[src/design/quicksort_lomuto_engine_top_defines.svh]
// Assertion helpers used by the asserting engine top module.
`ifndef QUICKSORT_LOMUTO_ENGINE_TOP_DEFINES_SVH
`define QUICKSORT_LOMUTO_ENGINE_TOP_DEFINES_SVH

// Same-cycle implication, disabled in reset.
`define QSL_ASSERT_NOW(label, clk, rst_n, ante, cons) \
    label: assert property (@(posedge clk) disable iff (!rst_n) (ante) |-> (cons)) \
        else $error("quicksort engine: same-cycle check failed");

// Next-cycle implication, disabled in reset.
`define QSL_ASSERT_NEXT(label, clk, rst_n, ante, cons) \
    label: assert property (@(posedge clk) disable iff (!rst_n) (ante) |=> (cons)) \
        else $error("quicksort engine: next-cycle check failed");

`endif

[src/design/qsl_pkg.sv]
`timescale 1ns / 1ps
`default_nettype none

package qsl_pkg;

    localparam int unsigned IN_VALUE_W  = 32;
    localparam int unsigned OUT_VALUE_W = 32;
    localparam int unsigned WIDE_W      = 64;

    typedef struct packed {
        logic [IN_VALUE_W-1:0] elem_value;
        logic                  elem_last;
    } qsl_item_t;

    typedef struct packed {
        logic [OUT_VALUE_W-1:0] sorted_value;
        logic                   sorted_last;
    } qsl_result_t;

    typedef struct packed {
        logic push;
        logic pop;
    } qsl_stack_ctrl_t;

    typedef struct packed {
        logic empty;
        logic full;
    } qsl_stack_stat_t;

endpackage

`default_nettype wire

[src/design/qsl_elem_ram.sv]
`timescale 1ns / 1ps
`default_nettype none

module qsl_elem_ram #(
    parameter int unsigned DEPTH  = 64,
    parameter int unsigned WIDTH  = 32,
    parameter int unsigned ADDR_W = 6
) (
    input  wire logic              clk,
    input  wire logic              we,
    input  wire logic [ADDR_W-1:0] waddr,
    input  wire logic [WIDTH-1:0]  wdata,
    input  wire logic [ADDR_W-1:0] raddr,
    output logic      [WIDTH-1:0]  rdata_reg
);

    logic [WIDTH-1:0] mem [DEPTH];

    always_ff @(posedge clk)
    begin
        if (we)
        begin
            mem[waddr] <= wdata;
        end
    end

    always_ff @(posedge clk)
    begin
        rdata_reg <= mem[raddr];
    end

endmodule

`default_nettype wire

[src/design/qsl_range_stack.sv]
`timescale 1ns / 1ps
`default_nettype none

module qsl_range_stack
    import qsl_pkg::*;
#(
    parameter int unsigned DEPTH = 64,
    parameter int unsigned IDX_W = 6,
    parameter int unsigned PTR_W = 7
) (
    input  wire logic             clk,
    input  wire logic             rst_n,
    input  wire qsl_stack_ctrl_t  ctrl,
    input  wire logic [IDX_W-1:0] push_lo,
    input  wire logic [IDX_W-1:0] push_hi,
    output logic      [IDX_W-1:0] pop_lo,
    output logic      [IDX_W-1:0] pop_hi,
    output qsl_stack_stat_t       stat
);

    localparam int unsigned ADDR_W = (DEPTH > 1) ? $clog2(DEPTH) : 1;

    logic [2*IDX_W-1:0] mem [DEPTH];
    logic [2*IDX_W-1:0] rd_reg;
    logic [PTR_W-1:0]   sp_reg;
    logic [PTR_W-1:0]   sp_next;
    logic [PTR_W-1:0]   sp_dec;
    logic               do_push;

    assign stat.empty = (sp_reg == '0);
    assign stat.full  = (sp_reg == PTR_W'(DEPTH));
    assign sp_dec     = sp_reg - PTR_W'(1);
    assign do_push    = ctrl.push && !stat.full;

    always_comb
    begin
        sp_next = sp_reg;
        if (do_push)
        begin
            sp_next = sp_reg + PTR_W'(1);
        end
        else if (ctrl.pop && !stat.empty)
        begin
            sp_next = sp_dec;
        end
    end

    always_ff @(posedge clk or negedge rst_n)
    begin
        if (!rst_n)
        begin
            sp_reg <= '0;
        end
        else
        begin
            sp_reg <= sp_next;
        end
    end

    always_ff @(posedge clk)
    begin
        if (do_push)
        begin
            mem[sp_reg[ADDR_W-1:0]] <= {push_lo, push_hi};
        end
        rd_reg <= mem[sp_dec[ADDR_W-1:0]];
    end

    assign pop_lo = rd_reg[2*IDX_W-1:IDX_W];
    assign pop_hi = rd_reg[IDX_W-1:0];

endmodule

`default_nettype wire

[src/design/quicksort_lomuto_engine_top.sv]
// Load: each start writes an element; the set closes on elem_last or when the store fills.
// Sort: each partition reads its pivot, scans and swaps the range, then places the pivot, all
// set by the single read and single write port of the element RAM.
// Emit: n consecutive result strobes once sorting ends; busy drops with the last.
// Reset: asynchronous, clears the sequencer, counts and stack pointer; RAM contents stay undefined.
`timescale 1ns / 1ps
`default_nettype none
`include "quicksort_lomuto_engine_top_defines.svh"

module quicksort_lomuto_engine_top
    import qsl_pkg::*;
#(
    parameter int unsigned MAX_ELEMS  = 64,
    parameter int unsigned ELEM_WIDTH = 32
) (
    input  wire logic        clk,
    input  wire logic        rst_n,
    input  wire logic        start,
    output logic             busy,
    input  wire qsl_item_t   item,
    output logic             result_strobe,
    output qsl_result_t      result
);

    localparam int unsigned IDX_W = $clog2(MAX_ELEMS);
    localparam int unsigned CNT_W = $clog2(MAX_ELEMS + 1);

    typedef enum logic [10:0] {
        ST_IDLE     = 11'b000_0000_0001,
        ST_POP      = 11'b000_0000_0010,
        ST_POP_WAIT = 11'b000_0000_0100,
        ST_PIVOT    = 11'b000_0000_1000,
        ST_SCAN     = 11'b000_0001_0000,
        ST_SWAP1    = 11'b000_0010_0000,
        ST_SWAP2    = 11'b000_0100_0000,
        ST_FIN1     = 11'b000_1000_0000,
        ST_FIN2     = 11'b001_0000_0000,
        ST_FIN3     = 11'b010_0000_0000,
        ST_EMIT     = 11'b100_0000_0000
    } qsl_state_t;

    qsl_state_t            state_reg, state_next;
    logic [CNT_W-1:0]      count_reg, count_next;
    logic [CNT_W-1:0]      n_reg, n_next;
    logic [IDX_W-1:0]      lo_reg, lo_next;
    logic [IDX_W-1:0]      hi_reg, hi_next;
    logic [IDX_W-1:0]      scan_reg, scan_next;
    logic [IDX_W-1:0]      front_reg, front_next;
    logic [IDX_W-1:0]      emit_reg, emit_next;
    logic [ELEM_WIDTH-1:0] pivot_reg, pivot_next;
    logic [ELEM_WIDTH-1:0] elem_reg, elem_next;
    logic                  strobe_reg, strobe_next;
    logic                  last_reg, last_next;

    logic                  ram_we;
    logic [IDX_W-1:0]      ram_waddr;
    logic [ELEM_WIDTH-1:0] ram_wdata;
    logic [IDX_W-1:0]      ram_raddr;
    logic [ELEM_WIDTH-1:0] ram_rdata;

    qsl_stack_ctrl_t       stk_ctrl;
    qsl_stack_stat_t       stk_stat;
    logic [IDX_W-1:0]      push_lo;
    logic [IDX_W-1:0]      push_hi;
    logic [IDX_W-1:0]      pop_lo;
    logic [IDX_W-1:0]      pop_hi;

    logic [WIDE_W-1:0]     in_wide;
    logic [WIDE_W-1:0]     out_wide;
    logic [CNT_W-1:0]      cnt_inc;
    logic [IDX_W-1:0]      scan_inc;
    logic [IDX_W:0]        front_ext;
    logic [IDX_W:0]        lo_ext;
    logic [IDX_W:0]        hi_ext;
    logic                  is_less;

    assign in_wide   = WIDE_W'(item.elem_value);
    assign out_wide  = WIDE_W'(ram_rdata);
    assign cnt_inc   = count_reg + CNT_W'(1);
    assign scan_inc  = scan_reg + IDX_W'(1);
    assign front_ext = {1'b0, front_reg};
    assign lo_ext    = {1'b0, lo_reg};
    assign hi_ext    = {1'b0, hi_reg};
    assign is_less   = (ram_rdata < pivot_reg);

    qsl_elem_ram #(
        .DEPTH  (MAX_ELEMS),
        .WIDTH  (ELEM_WIDTH),
        .ADDR_W (IDX_W)
    ) u_elem_ram (
        .clk       (clk),
        .we        (ram_we),
        .waddr     (ram_waddr),
        .wdata     (ram_wdata),
        .raddr     (ram_raddr),
        .rdata_reg (ram_rdata)
    );

    qsl_range_stack #(
        .DEPTH (MAX_ELEMS),
        .IDX_W (IDX_W),
        .PTR_W (CNT_W)
    ) u_range_stack (
        .clk     (clk),
        .rst_n   (rst_n),
        .ctrl    (stk_ctrl),
        .push_lo (push_lo),
        .push_hi (push_hi),
        .pop_lo  (pop_lo),
        .pop_hi  (pop_hi),
        .stat    (stk_stat)
    );

    always_comb
    begin
        state_next  = state_reg;
        count_next  = count_reg;
        n_next      = n_reg;
        lo_next     = lo_reg;
        hi_next     = hi_reg;
        scan_next   = scan_reg;
        front_next  = front_reg;
        emit_next   = emit_reg;
        pivot_next  = pivot_reg;
        elem_next   = elem_reg;
        strobe_next = 1'b0;
        last_next   = last_reg;
        ram_we      = 1'b0;
        ram_waddr   = scan_reg;
        ram_wdata   = ram_rdata;
        ram_raddr   = scan_reg;
        stk_ctrl    = '0;
        push_lo     = '0;
        push_hi     = '0;

        unique case (state_reg)
            ST_IDLE:
            begin
                if (start)
                begin
                    ram_we    = 1'b1;
                    ram_waddr = count_reg[IDX_W-1:0];
                    ram_wdata = in_wide[ELEM_WIDTH-1:0];
                    if (item.elem_last || (cnt_inc == CNT_W'(MAX_ELEMS)))
                    begin
                        count_next = '0;
                        n_next     = cnt_inc;
                        if (cnt_inc == CNT_W'(1))
                        begin
                            emit_next  = '0;
                            state_next = ST_EMIT;
                        end
                        else
                        begin
                            stk_ctrl.push = 1'b1;
                            push_lo       = '0;
                            push_hi       = IDX_W'(cnt_inc - CNT_W'(1));
                            state_next    = ST_POP;
                        end
                    end
                    else
                    begin
                        count_next = cnt_inc;
                    end
                end
            end
            ST_POP:
            begin
                if (stk_stat.empty)
                begin
                    emit_next  = '0;
                    state_next = ST_EMIT;
                end
                else
                begin
                    stk_ctrl.pop = 1'b1;
                    state_next   = ST_POP_WAIT;
                end
            end
            ST_POP_WAIT:
            begin
                lo_next = pop_lo;
                hi_next = pop_hi;
                if ((pop_lo >= pop_hi) || (CNT_W'(pop_hi) >= n_reg))
                begin
                    state_next = ST_POP;
                end
                else
                begin
                    ram_raddr  = pop_hi;
                    scan_next  = pop_lo;
                    front_next = pop_lo;
                    state_next = ST_PIVOT;
                end
            end
            ST_PIVOT:
            begin
                pivot_next = ram_rdata;
                ram_raddr  = scan_reg;
                state_next = ST_SCAN;
            end
            ST_SCAN:
            begin
                if (scan_reg == hi_reg)
                begin
                    ram_raddr  = front_reg;
                    state_next = ST_FIN1;
                end
                else if (is_less && (front_reg != scan_reg))
                begin
                    elem_next  = ram_rdata;
                    ram_raddr  = front_reg;
                    state_next = ST_SWAP1;
                end
                else
                begin
                    if (is_less)
                    begin
                        front_next = front_reg + IDX_W'(1);
                    end
                    scan_next = scan_inc;
                    ram_raddr = scan_inc;
                end
            end
            ST_SWAP1:
            begin
                ram_we     = 1'b1;
                ram_waddr  = scan_reg;
                ram_wdata  = ram_rdata;
                state_next = ST_SWAP2;
            end
            ST_SWAP2:
            begin
                ram_we     = 1'b1;
                ram_waddr  = front_reg;
                ram_wdata  = elem_reg;
                front_next = front_reg + IDX_W'(1);
                scan_next  = scan_inc;
                ram_raddr  = scan_inc;
                state_next = ST_SCAN;
            end
            ST_FIN1:
            begin
                ram_we     = 1'b1;
                ram_waddr  = hi_reg;
                ram_wdata  = ram_rdata;
                state_next = ST_FIN2;
            end
            ST_FIN2:
            begin
                ram_we    = 1'b1;
                ram_waddr = front_reg;
                ram_wdata = pivot_reg;
                if ((front_ext + (IDX_W+1)'(1)) < hi_ext)
                begin
                    stk_ctrl.push = 1'b1;
                    push_lo       = front_reg + IDX_W'(1);
                    push_hi       = hi_reg;
                end
                state_next = ST_FIN3;
            end
            ST_FIN3:
            begin
                if (front_ext > (lo_ext + (IDX_W+1)'(1)))
                begin
                    stk_ctrl.push = 1'b1;
                    push_lo       = lo_reg;
                    push_hi       = front_reg - IDX_W'(1);
                end
                state_next = ST_POP;
            end
            ST_EMIT:
            begin
                ram_raddr   = emit_reg;
                strobe_next = 1'b1;
                last_next   = (CNT_W'(emit_reg) == (n_reg - CNT_W'(1)));
                if (last_next)
                begin
                    state_next = ST_IDLE;
                end
                else
                begin
                    emit_next = emit_reg + IDX_W'(1);
                end
            end
            default:
            begin
                state_next = ST_IDLE;
            end
        endcase
    end

    always_ff @(posedge clk or negedge rst_n)
    begin
        if (!rst_n)
        begin
            state_reg  <= ST_IDLE;
            count_reg  <= '0;
            n_reg      <= '0;
            strobe_reg <= 1'b0;
        end
        else
        begin
            state_reg  <= state_next;
            count_reg  <= count_next;
            n_reg      <= n_next;
            strobe_reg <= strobe_next;
        end
    end

    always_ff @(posedge clk)
    begin
        lo_reg    <= lo_next;
        hi_reg    <= hi_next;
        scan_reg  <= scan_next;
        front_reg <= front_next;
        emit_reg  <= emit_next;
        pivot_reg <= pivot_next;
        elem_reg  <= elem_next;
        last_reg  <= last_next;
    end

    assign busy                = (state_reg != ST_IDLE);
    assign result_strobe       = strobe_reg;
    assign result.sorted_value = out_wide[OUT_VALUE_W-1:0];
    assign result.sorted_last  = last_reg;

    `QSL_ASSERT_NOW(a_front_not_past_scan, clk, rst_n, (state_reg == ST_SCAN), (front_reg <= scan_reg))
    `QSL_ASSERT_NOW(a_busy_drop_on_last, clk, rst_n, $fell(busy), (result_strobe && result.sorted_last))
    `QSL_ASSERT_NEXT(a_last_ends_burst, clk, rst_n, (result_strobe && result.sorted_last), !result_strobe)
    `QSL_ASSERT_NOW(a_no_push_and_pop, clk, rst_n, stk_ctrl.push, !stk_ctrl.pop)

endmodule

`default_nettype wire

[config.mk]
export PLATFORM = sky130hd
export DESIGN_NAME = quicksort_lomuto_engine_top
export DESIGN_NICKNAME = d
export VERILOG_FILES = /design/src/design/qsl_pkg.sv /design/src/design/qsl_elem_ram.sv /design/src/design/qsl_range_stack.sv /design/src/design/quicksort_lomuto_engine_top.sv
export VERILOG_INCLUDE_DIRS = /design/src /design/src/design
export SDC_FILE = /design/constraint.sdc
export NUM_CORES = 2
export LEC_CHECK = 0
export CORE_AREA = 3 3 450 452
export CTS_CLUSTER_DIAMETER = 200
export DETAILED_ROUTE_END_ITERATION = 7
export DIE_AREA = 0 0 453 455
export DONT_BUFFER_PORTS = 1
export HOLD_SLACK_MARGIN = 0.06
export PLACE_DENSITY = 0.76
export SKIP_CTS_REPAIR_TIMING = 1
export SYNTH_ARGS = -nofsm -noshare
export SYNTH_HDL_FRONTEND = slang
export SYNTH_SLANG_ARGS = --single-unit
[constraint.sdc]
create_clock -name clk -period 7.7 [get_ports clk]
set_clock_uncertainty 0.2 [all_clocks]
set_input_delay 1.155 -clock clk [delete_from_list [all_inputs] [get_ports clk]]
set_output_delay 1.155 -clock clk [all_outputs]
set_load 0.02 [all_outputs]
==> metrics.md <==
| Metric | Value |
|---|---|
| Failing checks | max-capacitance violations, max-slew violations |
| CP Max Fanout | 77 |
| DRT iter0 DRCs | 12,800 |
| RD Place Congestion | 0.919 |
| Clk_lat worst skew | 0.98 ns |
| Placement Cell Area | 124,000 µm² |
| Die height | 455 µm |
| Worst setup endpoint | u_elem_ram.rdata_reg[24]$_DFF_P_ |
| WS Path Type | register to register |
| Synth Area in Compound Gates | 5.17% |
| Pre-antenna DRT Iters | 8 |
| IO Port Bufs | 0 |
| Max VDD drop | 0.000370 V |
| Highest clock rate | 136 MHz |
| Final wirelength | 355,000 µm |
| Largest net degree at the start of global routing | 105 |
| Final period utilization | 95.3% |
| Standard-cell rows | 164 |
| Hold Path Class | primary input to register |
| Initial antenna violation count | 37 |
| Worst r2r src | u_elem_ram.rdata_reg[12]$_DFF_P_ |
| Fraction of layout cells with a size suffix above 1 | 16.1% |
| Primary FF master, synth | edfxtp_1 |
| Largest family of logic cells by synthesized area | multiplexers |
| M2 GR Usage | 52.6% |
| Worst-path clk slew | 0.06 ns |
| Post-synth EDFFs | 2,911 |
| Worst R2R End | u_elem_ram.rdata_reg[24]$_DFF_P_ |
| Post-Syn Nets | 7,403 |
| H-tree lvl count | 5 |
| FF+latch area | 89,100 µm² |
| Most frequent cells in the layout | edfxtp_1, nand2_1, mux2i_1, mux4_2, clkbuf_16 |
| Top Usage Layer GRT | met2 |
| Vias in the first global route | 70,800 |
| Drt wl/cell | 34.2 µm |
| Run status | complete, but fails checks |
| Least-Margin Pin Slew | 1.53 ns |
| Syn Std Cell Area | 119,000 µm² |
| Clock Tree Root | clkbuf_16 |
| Post-DP HPWL | 203,000 µm |
| Area growth syn-to-layout | 12.0% |
| Non-Filler Instances | 10,400 |
| Total GRT Usage | 34.3% |
| Critical path required time | 8.34 ns |
| Asr flop ratio synth | 1.10% |
| Final Max Tran Viols | 2 |
| RSZ-0062 raised after global routing | no |
| Switching portion of total power | 35.0% |
| Biggest register | u_elem_ram.mem |
| I/O pins | 71 |
| Post-DRT Antenna Nets | 0 |
| Avg Cell Area, Syn | 16.3 µm² |
| # setup viols final | 0 |
| Biggest registers after layout | u_elem_ram.mem: 2048 flops, u_range_stack.mem: 768 flops |
| Critical Path Sink Type | register |
| CTS buffer count | 306 |
| Multi-input logic area | 28,500 µm² |
| Met3 usage | 9.32% |
| Die width | 453 µm |
| XOR/XNOR share of the synthesized area | 0.455% |
| Synth Area in Simple Gates | 7.70% |
| Pwr dens | 383 nW/µm² |
| Post-synthesis cell type count | 91 |
| Core Box Area | 199,000 µm² |
| Final instance area | 134,000 µm² |
| Post-Syn Instances | 7,301 |
| Placed cells | 9,829 |
| Setup_tns | 0 ns |
| Lkg Pwr | 45.3 nW |
| Gate power share | 30.1% |
| Reg2reg setup slack | 0.36 ns |
| Fin. Hold Viols | 0 |
| R2R depth | 16 |
| Part of the power in registers | 42.2% |
| Commonest non-fill, non-tap cell in the layout | edfxtp_1 |
| Max cap viols | 1 |
| Crit path launch type | register |
| CTS tree | built |
| Mux contribution to synthesized area | 9.14% |
| Clock Tree Buf Depth | 4 |
| Worst Setup SP | u_elem_ram.rdata_reg[12]$_DFF_P_ |
| # nets final | 7,587 |
| Clock sink count | 2,988 |
| First-pass GRT wire length | 506,000 µm |
| P_sw | 18.0 mW |
| Final critical-path required period | 7.34 ns |
| Ys Warns | 0 |
| Int Power | 33.3 mW |
| Vias/cell | 7.01 |
| Initial Util | 59.8% |
| Drt drc | 0 |
| Gr ovfl total | 0 |
| Max reg flops | 2,048 |
| Fillers | 12,300 |
| Die area | 206,000 µm² |
| Met1 Resource Use GR | 43.1% |
| Yosys reg bits | 2,988 |
| Sequential share of the synthesized area | 74.7% |
| Max-slew headroom | -2.65% |
| Post-Synth Adder-Cell Area | 0.693% |
| Arr. time, crit path | 7.98 ns |
| Clock Power Share | 27.7% |
| Via count | 72,800 |
cells in the mapped netlist (all sizes together), types with 18 or more instances:
library cell / instances / share of area, %
a222oi: 34 / 0.29
nand4: 41 / 0.22
xnor2: 33 / 0.24
mux4: 318 / 6.0
mux2i: 366 / 3.1
a21oi: 163 / 0.69
dfxtp: 44 / 0.74
nand2: 1312 / 4.1
o22ai: 108 / 0.57
xor2: 29 / 0.21
or4: 20 / 0.13
a31oi: 100 / 0.52
o221ai: 87 / 0.64
inv: 72 / 0.23
buf: 266 / 1.3
nand3: 272 / 1.1
edfxtp: 2911 / 73
a311oi: 117 / 0.86
ha: 66 / 0.69
dfrtp: 32 / 0.67
clkbuf: 191 / 0.60
nor3: 36 / 0.16
and3: 148 / 0.78
and2: 18 / 0.094
o21ai: 69 / 0.29
a211oi: 57 / 0.36
nor2: 180 / 0.57
worst max-delay path: stages (launching register included):
cell	delay, ns
dfxtp_1	0.86
ha_1	0.27
nand2_1	0.07
nor4_1	0.66
o311ai_1	0.28
a311oi_2	0.62
o32ai_1	0.31
o41ai_4	0.64
buf_12	0.27
buf_12	0.24
buf_12	0.37
nand2_1	0.09
and3_1	0.19
a31oi_1	0.14
mux2i_1	0.17
a211oi_1	1.26
or3_1	0.47
metrics by stage:
stage	hold slack, ns	worst slack, ns	power (mW)	util [%]
detailed placement	0.289	0.743	36.7	62.3
global placement	0.288	0.725	36.3	62.3
finish	0.264	0.363	51.2	67.0
CTS	-0.323	0.677	50.7	67.0
global route	0.291	0.508	52.2	67.0
floorplan	0.231	2.28	30.3	-
logic make-up after synthesis:
logic type               after synthesis
AO/OA/AOI/OAI                        861
buffers and inverters                529
AND/OR/NAND/NOR                     2104
adder cells (fa/ha/maj)               66
flip-flops                          2988
XOR/XNOR                              62
multiplexers                         691
power by group through the flow:
stage	registers [mW]	logic (mW)	clock network, mW
2_1_floorplan	21.6	8.62	0
3_3_place_gp	21.9	14.4	0
3_5_place_dp	21.9	14.7	0
4_1_cts	21.6	14.9	14.2
5_1_grt	21.7	15.8	14.8
6_report	21.6	15.4	14.2
per-layer routing:
metal / wire length (µm) / part of all wire, %
met5: 145 / 0.041
met4: 28200 / 7.9
met3: 47000 / 13
met2: 165000 / 46
met1: 115000 / 32
final cells by class:
| class | instances | share of cell area, % |
|---|---|---|
| Sequential cell | 2988 | 66.7 |
| Multi-Input combinational cell | 3784 | 21.3 |
| Clock buffer | 388 | 6.12 |
| Tap cell | 2656 | 2.49 |
| Timing Repair Buffer | 333 | 2.27 |
| Clock inverter | 136 | 0.867 |
| Inverter | 72 | 0.202 |
| Antenna cell | 20 | 0.0375 |
worst min path at each step:
| stage | start | to | slack (ns) | cells past startpoint |
|---|---|---|---|---|
| after floorplan | u_range_stack.rd_reg[6]$_DFF_P_ | lo_reg[0]$_DFFE_PP_ | 0.23 | 0 |
| final | start | state_reg[0]$_DFFE_PN1P_ | 0.26 | 3 |
| after detailed placement | u_range_stack.rd_reg[4]$_DFF_P_ | hi_reg[4]$_DFFE_PP_ | 0.29 | 0 |
| after global routing | start | state_reg[0]$_DFFE_PN1P_ | 0.29 | 3 |
| after CTS | rst_n | n_reg[0]$_DFFE_PN0P_ | -0.32 | 0 |
| after global placement | count_reg[6]$_DFFE_PN0P_ | count_reg[6]$_DFFE_PN0P_ | 0.29 | 2 |
Note: power is estimated with default switching activity, not from simulation.
